### src/rtl/arpu_pkg.sv
// package with types and constants of the relocation patch unit
`timescale 1ns / 1ps
package arpu_pkg;

  localparam int ModeW = 9;
  localparam int AddrW = 64;
  localparam int InsnW = 32;
  localparam int LsbW  = 6;
  localparam int LenW  = 7;

  localparam logic [AddrW-1:0] PageMask = 64'hfff;

  localparam logic [1:0] WW_NONE = 2'd0;
  localparam logic [1:0] WW_16   = 2'd1;
  localparam logic [1:0] WW_32   = 2'd2;
  localparam logic [1:0] WW_64   = 2'd3;

  localparam logic [1:0] ST_OK    = 2'd0;
  localparam logic [1:0] ST_OVF   = 2'd1;
  localparam logic [1:0] ST_UNSUP = 2'd2;

  localparam logic [ModeW-1:0] R_NONE               = 9'd0;
  localparam logic [ModeW-1:0] R_ABS64              = 9'd257;
  localparam logic [ModeW-1:0] R_ABS32              = 9'd258;
  localparam logic [ModeW-1:0] R_ABS16              = 9'd259;
  localparam logic [ModeW-1:0] R_PREL64             = 9'd260;
  localparam logic [ModeW-1:0] R_PREL32             = 9'd261;
  localparam logic [ModeW-1:0] R_PREL16             = 9'd262;
  localparam logic [ModeW-1:0] R_MOVW_UABS_G0       = 9'd263;
  localparam logic [ModeW-1:0] R_MOVW_UABS_G0_NC    = 9'd264;
  localparam logic [ModeW-1:0] R_MOVW_UABS_G1       = 9'd265;
  localparam logic [ModeW-1:0] R_MOVW_UABS_G1_NC    = 9'd266;
  localparam logic [ModeW-1:0] R_MOVW_UABS_G2       = 9'd267;
  localparam logic [ModeW-1:0] R_MOVW_UABS_G2_NC    = 9'd268;
  localparam logic [ModeW-1:0] R_MOVW_UABS_G3       = 9'd269;
  localparam logic [ModeW-1:0] R_MOVW_SABS_G0       = 9'd270;
  localparam logic [ModeW-1:0] R_MOVW_SABS_G1       = 9'd271;
  localparam logic [ModeW-1:0] R_MOVW_SABS_G2       = 9'd272;
  localparam logic [ModeW-1:0] R_LD_PREL_LO19       = 9'd273;
  localparam logic [ModeW-1:0] R_ADR_PREL_LO21      = 9'd274;
  localparam logic [ModeW-1:0] R_ADR_PREL_PG_HI21   = 9'd275;
  localparam logic [ModeW-1:0] R_ADR_PREL_PG_HI21NC = 9'd276;
  localparam logic [ModeW-1:0] R_ADD_ABS_LO12_NC    = 9'd277;
  localparam logic [ModeW-1:0] R_LDST8_ABS_LO12_NC  = 9'd278;
  localparam logic [ModeW-1:0] R_TSTBR14            = 9'd279;
  localparam logic [ModeW-1:0] R_CONDBR19           = 9'd280;
  localparam logic [ModeW-1:0] R_JUMP26             = 9'd282;
  localparam logic [ModeW-1:0] R_CALL26             = 9'd283;
  localparam logic [ModeW-1:0] R_LDST16_ABS_LO12_NC = 9'd284;
  localparam logic [ModeW-1:0] R_LDST32_ABS_LO12_NC = 9'd285;
  localparam logic [ModeW-1:0] R_LDST64_ABS_LO12_NC = 9'd286;
  localparam logic [ModeW-1:0] R_MOVW_PREL_G0       = 9'd287;
  localparam logic [ModeW-1:0] R_MOVW_PREL_G0_NC    = 9'd288;
  localparam logic [ModeW-1:0] R_MOVW_PREL_G1       = 9'd289;
  localparam logic [ModeW-1:0] R_MOVW_PREL_G1_NC    = 9'd290;
  localparam logic [ModeW-1:0] R_MOVW_PREL_G2       = 9'd291;
  localparam logic [ModeW-1:0] R_MOVW_PREL_G2_NC    = 9'd292;
  localparam logic [ModeW-1:0] R_MOVW_PREL_G3       = 9'd293;
  localparam logic [ModeW-1:0] R_LDST128_ABS_LO12NC = 9'd299;

  typedef enum logic [1:0] {OP_ABS, OP_PREL, OP_PAGE} op_t;

  typedef enum logic [2:0] {ENC_16, ENC_12, ENC_14, ENC_19, ENC_26, ENC_ADR} enc_t;

  typedef enum logic [2:0] {KIND_NONE, KIND_DATA, KIND_MOVW, KIND_IMM, KIND_UNSUP} kind_t;

  typedef struct packed {
    kind_t           kind;
    op_t             op;
    enc_t            enc;
    logic [LsbW-1:0] lsb;
    logic [LenW-1:0] len;
    logic            nz;
    logic            chk;
    logic [1:0]      wwidth;
  } ctrl_t;

endpackage

### src/rtl/aarch64_rela_patch_unit.sv
// a result reaches m_axis through the decode, value, shift and encode registers in that order
// throughput: one relocation per cycle while m_axis_tready is high, four register stages (decode, value, shift, encode)
// each stage holds its item while the next one is full and cannot pass its own item on, bubbles are squeezed out
// reset: synchronous rst clears all stage valid bits, payload registers keep their data
`timescale 1ns / 1ps
module aarch64_rela_patch_unit (
  input  logic         clk,
  input  logic         rst,
  input  logic         s_axis_tvalid,
  output logic         s_axis_tready,
  input  logic [159:0] s_axis_tdata,  // place_address, target_value, original_word
  input  logic [8:0]   s_axis_tuser,  // mode
  output logic         m_axis_tvalid,
  input  logic         m_axis_tready,
  output logic [63:0]  m_axis_tdata,  // patched_word
  output logic [3:0]   m_axis_tuser   // write_width, status
);
  import arpu_pkg::*;

  logic             s1_valid, s1_ready;
  ctrl_t            s1_ctrl;
  logic [AddrW-1:0] s1_place, s1_target;
  logic [InsnW-1:0] s1_insn;

  logic             s2_valid, s2_ready;
  ctrl_t            s2_ctrl;
  logic [AddrW-1:0] s2_value;
  logic [InsnW-1:0] s2_insn;

  logic             s3_valid, s3_ready;
  ctrl_t            s3_ctrl;
  logic [AddrW-1:0] s3_shifted;
  logic [InsnW-1:0] s3_insn;

  logic [1:0]       out_width;
  logic [1:0]       out_status;

  arpu_decode u_decode (
    .clk           (clk),
    .rst           (rst),
    .in_valid      (s_axis_tvalid),
    .in_ready      (s_axis_tready),
    .mode          (s_axis_tuser),
    .place_address (s_axis_tdata[63:0]),
    .target_value  (s_axis_tdata[127:64]),
    .original_word (s_axis_tdata[159:128]),
    .out_valid     (s1_valid),
    .out_ready     (s1_ready),
    .ctrl          (s1_ctrl),
    .place         (s1_place),
    .target        (s1_target),
    .insn          (s1_insn)
  );

  arpu_value u_value (
    .clk       (clk),
    .rst       (rst),
    .in_valid  (s1_valid),
    .in_ready  (s1_ready),
    .in_ctrl   (s1_ctrl),
    .place     (s1_place),
    .target    (s1_target),
    .in_insn   (s1_insn),
    .out_valid (s2_valid),
    .out_ready (s2_ready),
    .ctrl      (s2_ctrl),
    .value     (s2_value),
    .insn      (s2_insn)
  );

  arpu_shift u_shift (
    .clk       (clk),
    .rst       (rst),
    .in_valid  (s2_valid),
    .in_ready  (s2_ready),
    .in_ctrl   (s2_ctrl),
    .value     (s2_value),
    .in_insn   (s2_insn),
    .out_valid (s3_valid),
    .out_ready (s3_ready),
    .ctrl      (s3_ctrl),
    .shifted   (s3_shifted),
    .insn      (s3_insn)
  );

  arpu_encode u_encode (
    .clk          (clk),
    .rst          (rst),
    .in_valid     (s3_valid),
    .in_ready     (s3_ready),
    .ctrl         (s3_ctrl),
    .shifted      (s3_shifted),
    .insn         (s3_insn),
    .out_valid    (m_axis_tvalid),
    .out_ready    (m_axis_tready),
    .patched_word (m_axis_tdata),
    .write_width  (out_width),
    .status       (out_status)
  );

  assign m_axis_tuser = {out_status, out_width};

endmodule

### src/rtl/arpu_decode.sv
// stage one: relocation type decode and input register
`timescale 1ns / 1ps
module arpu_decode (
  input  logic                       clk,
  input  logic                       rst,
  input  logic                       in_valid,
  output logic                       in_ready,
  input  logic [arpu_pkg::ModeW-1:0] mode,
  input  logic [arpu_pkg::AddrW-1:0] place_address,
  input  logic [arpu_pkg::AddrW-1:0] target_value,
  input  logic [arpu_pkg::InsnW-1:0] original_word,
  output logic                       out_valid,
  input  logic                       out_ready,
  output arpu_pkg::ctrl_t            ctrl,
  output logic [arpu_pkg::AddrW-1:0] place,
  output logic [arpu_pkg::AddrW-1:0] target,
  output logic [arpu_pkg::InsnW-1:0] insn
);
  import arpu_pkg::*;

  ctrl_t ctrl_next;

  function automatic ctrl_t mk(kind_t k, op_t o, enc_t e, logic [LsbW-1:0] lsb,
                               logic [LenW-1:0] len, logic nz, logic chk,
                               logic [1:0] ww);
    ctrl_t c;
    c.kind   = k;
    c.op     = o;
    c.enc    = e;
    c.lsb    = lsb;
    c.len    = len;
    c.nz     = nz;
    c.chk    = chk;
    c.wwidth = ww;
    return c;
  endfunction

  always_comb begin
    case (mode)
      R_NONE:               ctrl_next = mk(KIND_NONE, OP_ABS, ENC_16, 6'd0, 7'd64, 1'b0, 1'b0,
                                           WW_NONE);
      R_ABS64:              ctrl_next = mk(KIND_DATA, OP_ABS, ENC_16, 6'd0, 7'd64, 1'b0, 1'b0,
                                           WW_64);
      R_ABS32:              ctrl_next = mk(KIND_DATA, OP_ABS, ENC_16, 6'd0, 7'd32, 1'b0, 1'b1,
                                           WW_32);
      R_ABS16:              ctrl_next = mk(KIND_DATA, OP_ABS, ENC_16, 6'd0, 7'd16, 1'b0, 1'b1,
                                           WW_16);
      R_PREL64:             ctrl_next = mk(KIND_DATA, OP_PREL, ENC_16, 6'd0, 7'd64, 1'b0, 1'b0,
                                           WW_64);
      R_PREL32:             ctrl_next = mk(KIND_DATA, OP_PREL, ENC_16, 6'd0, 7'd32, 1'b0, 1'b1,
                                           WW_32);
      R_PREL16:             ctrl_next = mk(KIND_DATA, OP_PREL, ENC_16, 6'd0, 7'd16, 1'b0, 1'b1,
                                           WW_16);
      R_MOVW_UABS_G0:       ctrl_next = mk(KIND_MOVW, OP_ABS, ENC_16, 6'd0, 7'd16, 1'b0, 1'b1,
                                           WW_32);
      R_MOVW_UABS_G0_NC:    ctrl_next = mk(KIND_MOVW, OP_ABS, ENC_16, 6'd0, 7'd16, 1'b0, 1'b0,
                                           WW_32);
      R_MOVW_UABS_G1:       ctrl_next = mk(KIND_MOVW, OP_ABS, ENC_16, 6'd16, 7'd16, 1'b0, 1'b1,
                                           WW_32);
      R_MOVW_UABS_G1_NC:    ctrl_next = mk(KIND_MOVW, OP_ABS, ENC_16, 6'd16, 7'd16, 1'b0, 1'b0,
                                           WW_32);
      R_MOVW_UABS_G2:       ctrl_next = mk(KIND_MOVW, OP_ABS, ENC_16, 6'd32, 7'd16, 1'b0, 1'b1,
                                           WW_32);
      R_MOVW_UABS_G2_NC:    ctrl_next = mk(KIND_MOVW, OP_ABS, ENC_16, 6'd32, 7'd16, 1'b0, 1'b0,
                                           WW_32);
      R_MOVW_UABS_G3:       ctrl_next = mk(KIND_MOVW, OP_ABS, ENC_16, 6'd48, 7'd16, 1'b0, 1'b0,
                                           WW_32);
      R_MOVW_SABS_G0:       ctrl_next = mk(KIND_MOVW, OP_ABS, ENC_16, 6'd0, 7'd16, 1'b1, 1'b1,
                                           WW_32);
      R_MOVW_SABS_G1:       ctrl_next = mk(KIND_MOVW, OP_ABS, ENC_16, 6'd16, 7'd16, 1'b1, 1'b1,
                                           WW_32);
      R_MOVW_SABS_G2:       ctrl_next = mk(KIND_MOVW, OP_ABS, ENC_16, 6'd32, 7'd16, 1'b1, 1'b1,
                                           WW_32);
      R_LD_PREL_LO19:       ctrl_next = mk(KIND_IMM, OP_PREL, ENC_19, 6'd2, 7'd19, 1'b0, 1'b1,
                                           WW_32);
      R_ADR_PREL_LO21:      ctrl_next = mk(KIND_IMM, OP_PREL, ENC_ADR, 6'd0, 7'd21, 1'b0, 1'b1,
                                           WW_32);
      R_ADR_PREL_PG_HI21:   ctrl_next = mk(KIND_IMM, OP_PAGE, ENC_ADR, 6'd12, 7'd21, 1'b0, 1'b1,
                                           WW_32);
      R_ADR_PREL_PG_HI21NC: ctrl_next = mk(KIND_IMM, OP_PAGE, ENC_ADR, 6'd12, 7'd21, 1'b0, 1'b0,
                                           WW_32);
      R_ADD_ABS_LO12_NC,
      R_LDST8_ABS_LO12_NC:  ctrl_next = mk(KIND_IMM, OP_ABS, ENC_12, 6'd0, 7'd12, 1'b0, 1'b0,
                                           WW_32);
      R_TSTBR14:            ctrl_next = mk(KIND_IMM, OP_PREL, ENC_14, 6'd2, 7'd14, 1'b0, 1'b1,
                                           WW_32);
      R_CONDBR19:           ctrl_next = mk(KIND_IMM, OP_PREL, ENC_19, 6'd2, 7'd19, 1'b0, 1'b1,
                                           WW_32);
      R_JUMP26,
      R_CALL26:             ctrl_next = mk(KIND_IMM, OP_PREL, ENC_26, 6'd2, 7'd26, 1'b0, 1'b1,
                                           WW_32);
      R_LDST16_ABS_LO12_NC: ctrl_next = mk(KIND_IMM, OP_ABS, ENC_12, 6'd1, 7'd11, 1'b0, 1'b0,
                                           WW_32);
      R_LDST32_ABS_LO12_NC: ctrl_next = mk(KIND_IMM, OP_ABS, ENC_12, 6'd2, 7'd10, 1'b0, 1'b0,
                                           WW_32);
      R_LDST64_ABS_LO12_NC: ctrl_next = mk(KIND_IMM, OP_ABS, ENC_12, 6'd3, 7'd9, 1'b0, 1'b0,
                                           WW_32);
      R_MOVW_PREL_G0:       ctrl_next = mk(KIND_MOVW, OP_PREL, ENC_16, 6'd0, 7'd16, 1'b1, 1'b1,
                                           WW_32);
      R_MOVW_PREL_G0_NC:    ctrl_next = mk(KIND_MOVW, OP_PREL, ENC_16, 6'd0, 7'd16, 1'b0, 1'b0,
                                           WW_32);
      R_MOVW_PREL_G1:       ctrl_next = mk(KIND_MOVW, OP_PREL, ENC_16, 6'd16, 7'd16, 1'b1, 1'b1,
                                           WW_32);
      R_MOVW_PREL_G1_NC:    ctrl_next = mk(KIND_MOVW, OP_PREL, ENC_16, 6'd16, 7'd16, 1'b0, 1'b0,
                                           WW_32);
      R_MOVW_PREL_G2:       ctrl_next = mk(KIND_MOVW, OP_PREL, ENC_16, 6'd32, 7'd16, 1'b1, 1'b1,
                                           WW_32);
      R_MOVW_PREL_G2_NC:    ctrl_next = mk(KIND_MOVW, OP_PREL, ENC_16, 6'd32, 7'd16, 1'b0, 1'b0,
                                           WW_32);
      R_MOVW_PREL_G3:       ctrl_next = mk(KIND_MOVW, OP_PREL, ENC_16, 6'd48, 7'd16, 1'b1, 1'b0,
                                           WW_32);
      R_LDST128_ABS_LO12NC: ctrl_next = mk(KIND_IMM, OP_ABS, ENC_12, 6'd4, 7'd8, 1'b0, 1'b0,
                                           WW_32);
      default:              ctrl_next = mk(KIND_UNSUP, OP_ABS, ENC_16, 6'd0, 7'd64, 1'b0, 1'b0,
                                           WW_NONE);
    endcase
  end

  assign in_ready = !out_valid || out_ready;

  always_ff @(posedge clk) begin
    if (rst) begin
      out_valid <= 1'b0;
    end else if (in_ready) begin
      out_valid <= in_valid;
    end
  end

  always_ff @(posedge clk) begin
    if (in_ready && in_valid) begin
      ctrl   <= ctrl_next;
      place  <= place_address;
      target <= target_value;
      insn   <= original_word;
    end
  end

endmodule

### src/rtl/arpu_value.sv
// stage two: absolute, pc-relative or page-relative value
`timescale 1ns / 1ps
module arpu_value (
  input  logic                       clk,
  input  logic                       rst,
  input  logic                       in_valid,
  output logic                       in_ready,
  input  arpu_pkg::ctrl_t            in_ctrl,
  input  logic [arpu_pkg::AddrW-1:0] place,
  input  logic [arpu_pkg::AddrW-1:0] target,
  input  logic [arpu_pkg::InsnW-1:0] in_insn,
  output logic                       out_valid,
  input  logic                       out_ready,
  output arpu_pkg::ctrl_t            ctrl,
  output logic [arpu_pkg::AddrW-1:0] value,
  output logic [arpu_pkg::InsnW-1:0] insn
);
  import arpu_pkg::*;

  logic [AddrW-1:0] value_next;

  always_comb begin
    case (in_ctrl.op)
      OP_PREL: value_next = target - place;
      OP_PAGE: value_next = (target & ~PageMask) - (place & ~PageMask);
      default: value_next = target;
    endcase
  end

  assign in_ready = !out_valid || out_ready;

  always_ff @(posedge clk) begin
    if (rst) begin
      out_valid <= 1'b0;
    end else if (in_ready) begin
      out_valid <= in_valid;
    end
  end

  always_ff @(posedge clk) begin
    if (in_ready && in_valid) begin
      ctrl  <= in_ctrl;
      value <= value_next;
      insn  <= in_insn;
    end
  end

endmodule

### src/rtl/arpu_shift.sv
// stage three: arithmetic right shift of the value to the field position
`timescale 1ns / 1ps
module arpu_shift (
  input  logic                       clk,
  input  logic                       rst,
  input  logic                       in_valid,
  output logic                       in_ready,
  input  arpu_pkg::ctrl_t            in_ctrl,
  input  logic [arpu_pkg::AddrW-1:0] value,
  input  logic [arpu_pkg::InsnW-1:0] in_insn,
  output logic                       out_valid,
  input  logic                       out_ready,
  output arpu_pkg::ctrl_t            ctrl,
  output logic [arpu_pkg::AddrW-1:0] shifted,
  output logic [arpu_pkg::InsnW-1:0] insn
);
  import arpu_pkg::*;

  logic [AddrW-1:0] shifted_next;

  assign shifted_next = AddrW'($signed(value) >>> in_ctrl.lsb);
  assign in_ready     = !out_valid || out_ready;

  always_ff @(posedge clk) begin
    if (rst) begin
      out_valid <= 1'b0;
    end else if (in_ready) begin
      out_valid <= in_valid;
    end
  end

  always_ff @(posedge clk) begin
    if (in_ready && in_valid) begin
      ctrl    <= in_ctrl;
      shifted <= shifted_next;
      insn    <= in_insn;
    end
  end

endmodule

### src/rtl/arpu_encode.sv
// stage four: range check, field insert and output register
`timescale 1ns / 1ps
module arpu_encode (
  input  logic                       clk,
  input  logic                       rst,
  input  logic                       in_valid,
  output logic                       in_ready,
  input  arpu_pkg::ctrl_t            ctrl,
  input  logic [arpu_pkg::AddrW-1:0] shifted,
  input  logic [arpu_pkg::InsnW-1:0] insn,
  output logic                       out_valid,
  input  logic                       out_ready,
  output logic [arpu_pkg::AddrW-1:0] patched_word,
  output logic [1:0]                 write_width,
  output logic [1:0]                 status
);
  import arpu_pkg::*;

  logic [AddrW-1:0] ones;
  logic [AddrW-1:0] sign_mask;
  logic [AddrW-1:0] top_mask;
  logic [AddrW-1:0] hi_sign;
  logic             sign_uniform;
  logic             data_ovf;
  logic             neg;
  logic             inv;
  logic [15:0]      movw_imm;
  logic             movw_ovf;
  logic [InsnW-1:0] field;
  logic [InsnW-1:0] movw_insn;
  logic [InsnW-1:0] imm_insn;
  logic [AddrW-1:0] word_next;
  logic [1:0]       width_next;
  logic [1:0]       status_next;

  assign ones         = '1;
  assign sign_mask    = ones << (ctrl.len - 7'd1);
  assign top_mask     = ones << ctrl.len;
  assign hi_sign      = shifted & sign_mask;
  assign sign_uniform = (hi_sign == '0) || (hi_sign == sign_mask);
  assign data_ovf     = !(((shifted & top_mask) == '0) || sign_uniform);
  assign neg          = shifted[AddrW-1];
  assign inv          = ctrl.nz && neg;
  assign movw_imm     = inv ? ~shifted[15:0] : shifted[15:0];
  assign movw_ovf     = inv ? !(&shifted[AddrW-1:16]) : (|shifted[AddrW-1:16]);
  assign field        = shifted[InsnW-1:0] & ~top_mask[InsnW-1:0];

  always_comb begin
    movw_insn = insn;
    if (ctrl.nz) begin
      movw_insn[30:29] = neg ? 2'b00 : 2'b10;
    end
    movw_insn[20:5] = movw_imm;
  end

  always_comb begin
    imm_insn = insn;
    case (ctrl.enc)
      ENC_12:  imm_insn[21:10] = field[11:0];
      ENC_14:  imm_insn[18:5]  = field[13:0];
      ENC_19:  imm_insn[23:5]  = field[18:0];
      ENC_26:  imm_insn[25:0]  = field[25:0];
      ENC_ADR: begin
        imm_insn[30:29] = field[1:0];
        imm_insn[23:5]  = field[20:2];
      end
      default: imm_insn[20:5]  = field[15:0];
    endcase
  end

  always_comb begin
    case (ctrl.kind)
      KIND_NONE: begin
        word_next   = '0;
        width_next  = WW_NONE;
        status_next = ST_OK;
      end
      KIND_DATA: begin
        word_next   = shifted & ~top_mask;
        width_next  = ctrl.wwidth;
        status_next = (ctrl.chk && data_ovf) ? ST_OVF : ST_OK;
      end
      KIND_MOVW: begin
        word_next   = {{(AddrW-InsnW){1'b0}}, movw_insn};
        width_next  = ctrl.wwidth;
        status_next = (ctrl.chk && movw_ovf) ? ST_OVF : ST_OK;
      end
      KIND_IMM: begin
        word_next   = {{(AddrW-InsnW){1'b0}}, imm_insn};
        width_next  = ctrl.wwidth;
        status_next = (ctrl.chk && !sign_uniform) ? ST_OVF : ST_OK;
      end
      default: begin
        word_next   = '0;
        width_next  = WW_NONE;
        status_next = ST_UNSUP;
      end
    endcase
  end

  assign in_ready = !out_valid || out_ready;

  always_ff @(posedge clk) begin
    if (rst) begin
      out_valid <= 1'b0;
    end else if (in_ready) begin
      out_valid <= in_valid;
    end
  end

  always_ff @(posedge clk) begin
    if (in_ready && in_valid) begin
      patched_word <= word_next;
      write_width  <= width_next;
      status       <= status_next;
    end
  end

endmodule

### config.mk
export PLATFORM = sky130hd
export DESIGN_NAME = aarch64_rela_patch_unit
export DESIGN_NICKNAME = d
export VERILOG_FILES = /design/src/rtl/arpu_pkg.sv /design/src/rtl/aarch64_rela_patch_unit.sv /design/src/rtl/arpu_decode.sv /design/src/rtl/arpu_value.sv /design/src/rtl/arpu_shift.sv /design/src/rtl/arpu_encode.sv
export SDC_FILE = /design/constraint.sdc
export NUM_CORES = 1
export LEC_CHECK = 0
export BUFFER_PORTS_ARGS = -buffer_cell sky130_fd_sc_hd__buf_2
export CAP_MARGIN = 20
export CORE_MARGIN = 3
export CORE_UTILIZATION = 40
export CTS_CLUSTER_DIAMETER = 50
export DETAILED_ROUTE_END_ITERATION = 16
export PLACE_DENSITY_LB_ADDON = 0.15
export SLEW_MARGIN = 0
export SYNTH_ARGS = -nofsm -noshare
export SYNTH_HDL_FRONTEND = slang
export SYNTH_HIERARCHICAL = 1
export SYNTH_SLANG_ARGS = --single-unit
export TNS_END_PERCENT = 1
### constraint.sdc
create_clock -name clk -period 12.1 [get_ports clk]
set_input_delay 0.605 -clock clk [delete_from_list [all_inputs] [get_ports clk]]
set_output_delay 0.605 -clock clk [all_outputs]
set_load 0.005 [all_outputs]
### Word level (Yosys, flattened, before mapping)

Cells that the tools add are included.

* bitwise logic cells: 7
* shift-type cells: 3
* mux-type cells: 19
* reductions and logical operators: 31
* equal/unequal tests: 48
* add/subtract/negate cells: 3

Operators with widths (number)
* 25-bit case mux with 35 select lines: 1
* 9-bit equality test (second input constant): 37
* 64-bit bitwise AND: 3
* 64-bit case mux with 3 select lines: 1
* 64-bit logical NOT: 2
* 64-bit case mux with 2 select lines: 1
* 64-bit by 7-bit << shifter with 64-bit output (first input constant): 2
* 64-bit subtractor: 2
* 64-bit equality test: 1
* 64-bit inverter: 1
* 64-bit by 6-bit >>> shifter with 64-bit output: 1
* 48-bit AND reduction: 1
* 48-bit OR reduction: 1
* 9-bit case mux with 3 select lines: 1
* 26-bit bitwise AND: 1
* 26-bit inverter: 1
* 16-bit 2-to-1 mux: 1
* 16-bit inverter: 1
* 2-bit case mux with 4 select lines: 2
* 5-bit case mux with 3 select lines: 1
* 3-bit by 2-bit equality test with 1-bit output (second input constant): 4
* 9-bit logical NOT: 1
* 1-bit logical AND: 8
* 2-bit 2-to-1 mux: 4
* 14 further kinds: 32

* logic and storage cells: 146
* register bits after elaboration: 489
* bits of input ports: 173
* output and inout port bits: 70

### Longest topological paths before layout

Gate-level depths: netlist (run 1).

* depth after elaboration: 10
* gate-level depth with buffers: 15
* depth with buffers taken out: 13

### By module

The synthesis (run 1) kept the hierarchy.

Modules (own cells, without submodules)
* arpu_value: cells an instance 1290, area each 10777.8 sq um, instances 1
* arpu_shift: cells an instance 701, area each 8635.8 sq um, instances 1
* arpu_encode: cells an instance 886, area each 6611.3 sq um, instances 1
* arpu_decode: cells an instance 343, area each 6530.0 sq um, instances 1

### Least setup slack after synthesis (run 1)

Ideal clock, no wire load.

* path kind: input -> register
* start point: in m_axis_tready
* end point: reg u_decode/ctrl[0] in the netlist's numbering (enable)
* slack: 6.199 ns
* data required time: 11.533 ns
* library setup time: 0.567 ns
* path buffers: 0
* arrival: 5.334 ns
* stages: 5
* cells stage by stage: nand2b_1 -> nand2b_1 -> nand2b_1 -> nand2b_1 -> and2_1

* word-level cells in the longest chain between the ends: 5

Ends and longest elaborated chain
* from (decl): RTL line aarch64_rela_patch_unit.sv:14 `input logic m_axis_tready,`
* 1-bit logical OR: RTL line arpu_encode.sv:101 `assign in_ready = !out_valid || out_ready;`
* 1-bit logical OR: RTL line arpu_shift.sv:22 `assign in_ready = !out_valid || out_ready;`
* named net s2_ready: RTL line aarch64_rela_patch_unit.sv:25 `logic s2_valid, s2_ready;`
* 1-bit logical OR: RTL line arpu_value.sv:30 `assign in_ready = !out_valid || out_ready;`
* named net s1_ready: RTL line aarch64_rela_patch_unit.sv:20 `logic s1_valid, s1_ready;`
* 1-bit logical OR: RTL line arpu_decode.sv:119 `assign in_ready = !out_valid || out_ready;`
* named net s_axis_tready: RTL line aarch64_rela_patch_unit.sv:10 `output logic s_axis_tready,`
* 1-bit logical AND: RTL line arpu_decode.sv:130 `if (in_ready && in_valid) begin`
* to (signal assigned): RTL line arpu_decode.sv:131 `ctrl <= ctrl_next;`
* to (decl): RTL line arpu_decode.sv:14 `output arpu_pkg::ctrl_t ctrl,`

The timed path passes the listed nets, and every way through them passes these cells.
A chain may end at the register's enable or synchronous reset.

### Worst setup path in the final report (run 1)

* start point: reg u_shift/ctrl[4] (netlist name)
* end point: reg u_encode.status[0] (data pin)

* word-level cells in the longest chain between the ends: 10
* elaborated cells on any way between the ends: 17
* those cells by class: add/sub: 1; eq/ne: 1; shift: 2; mux: 3; bitwise: 2; reduce/logical: 8

Ends and longest elaborated chain
* 7-bit by 1-bit subtractor with 7-bit output: RTL line arpu_encode.sv:37 `assign sign_mask = ones << (ctrl.len - 7'd1);`
* 64-bit by 7-bit << shifter with 64-bit output: RTL line arpu_encode.sv:37
* 64-bit bitwise AND: RTL line arpu_encode.sv:39 `assign hi_sign = shifted & sign_mask;`
* 64-bit equality test / 64-bit logical NOT (equally long branches): RTL line arpu_encode.sv:40 `assign sign_uniform = (hi_sign == '0) || (hi_sign == sign_mask);`
* 1-bit logical OR: RTL line arpu_encode.sv:40
* 1-bit logical OR: RTL line arpu_encode.sv:41 `assign data_ovf = !(((shifted & top_mask) == '0) || sign_uniform);`
* 1-bit logical NOT: RTL line arpu_encode.sv:41
* 1-bit logical AND: RTL line arpu_encode.sv:81 `status_next = (ctrl.chk && data_ovf) ? ST_OVF : ST_OK;`
* 1-bit 2-to-1 mux: RTL line arpu_encode.sv:81
* 2-bit case mux with 4 select lines *: RTL line arpu_encode.sv:72 `case (ctrl.kind)`
* named net u_encode.status_next[0]: RTL line arpu_encode.sv:34 `logic [1:0] status_next;`
* to (signal assigned): RTL line arpu_encode.sv:115 `status <= status_next;`
* to (decl): RTL line arpu_encode.sv:15 `output logic [1:0] status`

The timed path passes the listed nets; every way through them passes the cells marked *.

==> results of run 1 <==
-- routing by layer --
metal / wire length [um] / track usage (%) / part of all wire [%] / vias to the layer above
met1: 50400 / 37.7 / 39 / 13700
met5: 13 / 0 / 0.010 / -
li1: - / - / - / 12600
met2: 62200 / 52.1 / 48 / 1456
met3: 7910 / 3.37 / 6.1 / 346
met4: 8200 / 16.3 / 6.4 / 2
-- worst paths after layout --
path	endpoint	slack (ps)	cells after the start
worst max-delay path	u_encode/status[0]	7360	11
worst min-delay path	u_decode/place[21]	150	1
worst max register to register	u_encode/status[0]	7360	11
worst min register to register	u_value/insn[23]	410	0
-- cell usage in the layout (no fill, tap or decap), drive strengths merged, types with 15 or more instances in the layout --
| cell type | n |
|---|---|
| a211oi | 23 |
| a21boi | 20 |
| a21o | 38 |
| a21oi | 269 |
| a221oi | 30 |
| a22oi | 39 |
| a31oi | 43 |
| a32oi | 15 |
| and2 | 29 |
| and3 | 21 |
| buf | 283 |
| clkbuf | 61 |
| clkinv | 23 |
| edfxtp | 457 |
| ha | 75 |
| inv | 139 |
| mux2 | 36 |
| mux2i | 62 |
| mux4 | 75 |
| nand2 | 364 |
| nand2b | 44 |
| nand3 | 68 |
| nand4 | 54 |
| nor2 | 218 |
| nor2b | 32 |
| nor3 | 52 |
| nor4 | 27 |
| o211ai | 24 |
| o21a | 30 |
| o21ai | 267 |
| o21bai | 16 |
| o221ai | 49 |
| o22ai | 35 |
| o31ai | 20 |
| or2 | 19 |
| or3 | 19 |
| xnor2 | 36 |
| xor2 | 32 |
-- power breakdown --
part           switching, mW  leakage, nW  internal (mW)
Sequential            0.0703         4.36           1.84
Clock                  0.662        0.865          0.957
Combinational          0.538         7.53          0.282
-- metrics by stage --
step	area (um^2)	instances	hold slack (ps)	setup WS, ps	utilization [%]
final	35200	4395	147	7360	45.2
after global routing	35200	4394	109	7270	45.2
after CTS	35100	4393	106	7460	45.2
after detailed placement	33300	4296	405	7470	42.9
after global placement	33300	4296	404	7360	42.9
after floorplan	31400	3183	400	6410	-
-- area by class of cell --
cell class	instances	area (um^2)	share of cell area [%]
repair buffers	284	1550	4.42
multi-input cells	2377	16200	46.0
inverters	135	507	1.44
clock buffers	61	1380	3.92
flip-flops and latches	461	13800	39.3
diodes	1	2.50	0.00712
well taps	1040	1300	3.70
clock inverters	36	428	1.22
-- state kept, by name, indices dropped and copies added (netlist names), 24 cells and up --
signal and cells:
u_decode/ctrl 24, u_decode/place 64, u_decode/target 64, u_encode/patched_word 64
u_shift/shifted 64, u_value/value 64
==> summary.md, run 1 <==
| Metric | Value |
|---|---|
| Status | finished, final reports clean |
| RSZ-0062 raised after global routing | no |
| Max-slew headroom | 25.6% |
| Yosys warnings | 6 |
| Hold wc startpoint | s_axis_tdata[21] |
| Largest net degree at the start of global routing | 73 |
| Final hold violations | 0 |
| H-tree lvl count | 2 |
| DR pass1 iterations | 8 |
| Die Y | 286 um |
| Fillers | roughly 7400 |
| Global-route wire length before repair | 185000 um |
| Number of clock sinks | 461 |
| Clk_lat worst skew | 630 ps |
| Max-slew violations | 0 |
| Critical-path cell list | inv_1 > ha_1 > inv_1 > ha_1 > nor2b_1 > o221ai_1 > a211o_1 > a2111oi_0 > a41oi_1 > a2111o_1 > o311a_1 |
| TritonCTS Buffers | 54 |
| Mapped Area | 31400 um^2 |
| Max FO, Critical Path | 17 |
| Worst-Margin Slew | 1110 ps |
| Clock tree buffer depth | 3 |
| Final HPWL DP | 99400 um |
| Leakage | 12.7 nW |
| Die ar. | approximately 82000 um^2 |
| Resized Gates After CTS | 0 |
| Routed vias | approximately 28000 |
| CTS tree | built |
| Root Driver | clkbuf_16 |
| CTS Hold Bufs | 0 |
| Crit path kind | reg2reg |
| # IOs | 243 |
| Routability Congestion | 1.04 |
| Final Cycle Share | 39.2% |
| Detail-routed via count per cell | between 6 and 7 |
| Antenna viol nets, final | 0 |
| Delay-heaviest family, CP | compound AO/OA/AOI/OAI gates |
| Post-route minimum period | 4740 ps |
| Peak VDD IR | ~0.00012 V |
| Max-cap violations | 0 |
| Cell Pwr Density | between 100 and 150 nW/um^2 |
| Mapped Nets | approximately 3400 |
| Drt first-iter violations | 3050 |
| Startpoint Class | flop |
| CP arrival | 5070 ps |
| Register clock-pin slew on the reported worst setup and hold paths | 60 ps |
| Critical path's largest stage delay | 720 ps |
| Worst setup startpoint | u_shift/ctrl[4] |
| Global Route Usage Sum | 30.4% |
| PortBufs | 233 |
| Worst min-delay path class | in2reg |
| Setup TNS | 0 ps |
| Final setup viols | 0 |
| Reg2reg start | u_shift/ctrl[4] |
| Synthesized area per cell | 9.88 um^2 |
| Area grow syn2layout | 11.8% |
| Syn Inst Count | 3183 |
| Post-CTS Setup Bufs | 0 |
| Rows | 102 |
| Buffer and inverter count on the worst path | 2 |
| Initial antenna violation count | 3 |
| Core Region | 77700 um^2 |
| Drt drc | 0 |
| Initial core utilization | 40.5% |
| # nets final | around 3600 |
| Share of post-route cells with drive strength above 1 | between 15 and 20% |
| WL/cell | 29.3 um |
| Slowest CP cell | ha_1 |
| Clk_skew | 56.0 ps |
| Grt total ovfl | 0 |
| Drt total wl | around 130000 um |
| Power, Total | 4.35 mW |
| WP data required | 12440 ps |
| Critical Path End Type | flop |
| Die X | 286 um |
| FMAX | 211 MHz |
| Vias in the first global route | 27200 |
Power figures use the tool's default switching activity.
==> inputs of run 2 (changes only) <==
--- a/config.mk
+++ b/config.mk
@@ -5,6 +5,7 @@
 export SDC_FILE = /design/constraint.sdc
 export NUM_CORES = 1
 export LEC_CHECK = 0
+export ABC_AREA = 1
 export BUFFER_PORTS_ARGS = -buffer_cell sky130_fd_sc_hd__buf_2
 export CAP_MARGIN = 20
 export CORE_MARGIN = 3
==> constraint.sdc (replaced) <==
create_clock -name clk -period 4.3 [get_ports clk]
set_input_delay 0.215 -clock clk [delete_from_list [all_inputs] [get_ports clk]]
set_output_delay 0.215 -clock clk [all_outputs]
set_load 0.005 [all_outputs]
==> run 2 against run 1 <==
Non-clock buffer count up 156; flip-flop and latch count stayed put; global-route usage fell by 2.0 points; combinational power increased to 2.8 times the previous value; register-to-register slack worse by 6600 ps; sequential share of layout area fell by 3.3 points; fmax increased by 35%; sequential power rose to 2.8 times the previous value; critical endpoint unchanged; largest cell class unchanged.
==> summary.md, run 2 <==
| Metric | Value |
|---|---|
| FMAX | ~280 MHz |
| CTS tree | built |
| Hold wc startpoint | s_axis_tuser[0] |
| Mapped Area | between 30000 and 40000 um^2 |
| Post-DP Area | between 30000 and 40000 um^2 |
| Number of diodes | 0 |
| Final HPWL DP | 96700 um |
| Routed vias | between 30000 and 40000 |
| PortBufs | roughly 230 |
| RSZ-0062 raised after global routing | no |
| Final Util | 48.3% |
| Core Region | 79500 um^2 |
| Critical path's largest stage delay | 430 ps |
| Cell count along the critical path | 19 |
| Slowest CP cell | edfxtp_1 |
| Max-slew headroom | 30.0% |
| WP data required | roughly 4600 ps |
| Register clock-pin slew on the reported worst setup and hold paths | roughly 50 ps |
| Most common cell after layout, fill and taps aside | nand2_1 |
| # IOs | 243 |
| R2R setup slack | 780 ps |
| Yosys warnings | 6 |
| Number of clock sinks | 461 |
| Share of post-route cells with drive strength above 1 | 11.2% |
| Mapped Nets | 4757 |
| Post-route minimum period | 3520 ps |
| Die Y | 290 um |
| Initial antenna violation count | 0 |
| Max-cap violations | 0 |
| Initial core utilization | 40.7% |
| H-tree lvl count | 3 |
| Status | finished, final reports clean |
| Placed Instances | approximately 5700 |
| Min Hold Slack | 178 ps |
| Final Cycle Share | 81.9% |
| Worst-Margin Slew | between 1000 and 1500 ps |
| Global-route wire length before repair | 183000 um |
| Buffer and inverter count on the worst path | 5 |
| Area grow syn2layout | 18.9% |
| Drt first-iter violations | 3062 |
| Drt total wl | about 120000 um |
| Critical Path End Type | flop |
| Resized Gates After CTS | 0 |
| Largest net degree at the start of global routing | 69 |
| # nets final | 5113 |
| Peak VDD IR | 0.000310 V |
| WL/cell | 20.6 um |
| Max-slew violations | 0 |
| Layout Cells excl Fill | 5966 |
| Critical-path cell list | inv_1 > ha_1 > inv_1 > ha_1 > inv_1 > nor2_1 > inv_1 > nand3_1 > nand3_1 > nand3_1 > nand2_1 > nor2_1 > nand2_1 > nor2_1 > nand2_1 > inv_1 > nand2_1 > nand3_1 > a21oi_1 |
| Leakage | about 18 nW |
| Clk_lat worst skew | ~620 ps |
| Die ar. | 84300 um^2 |
| Register-to-Register Path Depth | 19 |
| Final setup viols | 0 |
| Delay-heaviest family, CP | simple AND/OR/NAND/NOR gates |
| Worst R2R End | u_encode/status[0] |
| Post-route cell area | 38400 um^2 |
| Antenna viol nets, final | 0 |
| Crit path kind | reg2reg |
| Worst min-delay path endpoint | u_decode/ctrl[3] |
| Worst setup startpoint | u_shift/ctrl[4] |
| DR pass1 iterations | 6 |
| Rows | slightly above 100 |
| CP most frequent cell | inv_1 |
| Cell Pwr Density | roughly 350 nW/um^2 |
| CP arrival | 3850 ps |
| TritonCTS Buffers | 68 |
| Global Route Usage Sum | 28.4% |
| Grt total ovfl | 0 |
| Hold depth | 3 |
| Clock tree buffer depth | 3 |
| Most frequent cells in the layout | nand2_1 (1533), nand3_1 (755), inv_1 (606), edfxtp_1 (457), nor2_1 (263) |
| Syn Inst Count | 4507 |
| Drt drc | 0 |
| Clk_skew | 29.2 ps |
| Final hold violations | 0 |
| Worst Setup Slack, final | 777 ps |
| Vias in the first global route | 29900 |
| Detail-routed via count per cell | 5.29 |
| Synthesized area per cell | 7.17 um^2 |
| Root Driver | clkbuf_16 |
| Max FO, Critical Path | 8 |
| Worst min-delay path class | in2reg |
| Die X | 290 um |
| Reg2reg start | u_shift/ctrl[4] |
| Pre-CTS setup slack | 805 ps |
| Routability Congestion | 1.01 |
| Startpoint Class | flop |
==> run 2: changes by cell type in the layout (fill, tap and decap cells not counted), moves of 37 or more <==
cell,previous run,this run
mux2i_1,62,0
dlygate4sd3_1,0,154
a21oi_1,268,130
nor2_1,217,263
nand2_1,361,1533
nand2b_1,44,0
nand3_1,68,755
inv_1,130,606
mux4_2,66,0
o21ai_0,261,97
nor2_2,1,47
a22oi_1,39,2
==> run 2: cell type report <==
type	instances	area [um^2]
Tap cell	1050	1310
Sequential cell	461	13800
Clock buffer	72	1740
Inverter	644	2420
Timing Repair Buffer	440	3190
Clock inverter	51	606
Fill cell	8118	41100
Multi-Input combinational cell	3248	15400
==> run 2: layer usage <==
| metal | part of all wire [%] | vias to the layer above | wire, um | global-route usage, % |
|---|---|---|---|---|
| met5 | 0 | - | 0 | 0 |
| met4 | 5.1 | 0 | 6230 | 12.8 |
| met3 | 5.8 | 242 | 7130 | 3.61 |
| met2 | 48 | 1158 | 58400 | 48.1 |
| met1 | 41 | 14600 | 50800 | 36.3 |
| li1 | - | 15600 | - | - |
==> run 2: per-stage QoR <==
| stage | power, mW | TNS (ps) |
|---|---|---|
| after floorplan | 6.79 | -181310 |
| after detailed placement | 7.57 | 0 |
| after global placement | 7.56 | 0 |
| after global routing | 13.9 | 0 |
| final | 13.3 | 0 |
| after CTS | 13.4 | 0 |
==> run 2: how the worst max path moves through the flow <==
stage | end | slack [ps]
floorplan | u_shift/ctrl[0] | -1740
global placement | u_encode/status[0] | 800
detailed placement | u_encode/status[0] | 810
CTS | u_encode/status[0] | 790
global route | u_encode/status[0] | 500
finish | u_encode/status[0] | 780
==> run 2: power by group <==
part	leakage, nW	switching (mW)	internal [mW]	total [mW]
logic	12.6	1.60	0.728	2.33
clock network	1.12	2.18	3.49	5.67
registers	4.41	0.127	5.18	5.31
total	18.2	3.91	9.40	13.3
==> run 2: worst register-to-register path, stage by stage, from the launching register on <==
cell and delay [ps]:
edfxtp_1 430, inv_1 200, ha_1 360, inv_1 130, ha_1 410, inv_1 120, nor2_1 160, inv_1 60
nand3_1 300, nand3_1 170, nand3_1 120, nand2_1 80, nor2_1 90, nand2_1 60, nor2_1 210, nand2_1 100
inv_1 60, nand2_1 50, nand3_1 70, a21oi_1 60
==> run 2: repair_timing <==
item                                   CTS  global route
endpoints found under the hold margin  155             0
setup buffers                            0             0
hold buffers                           154             0
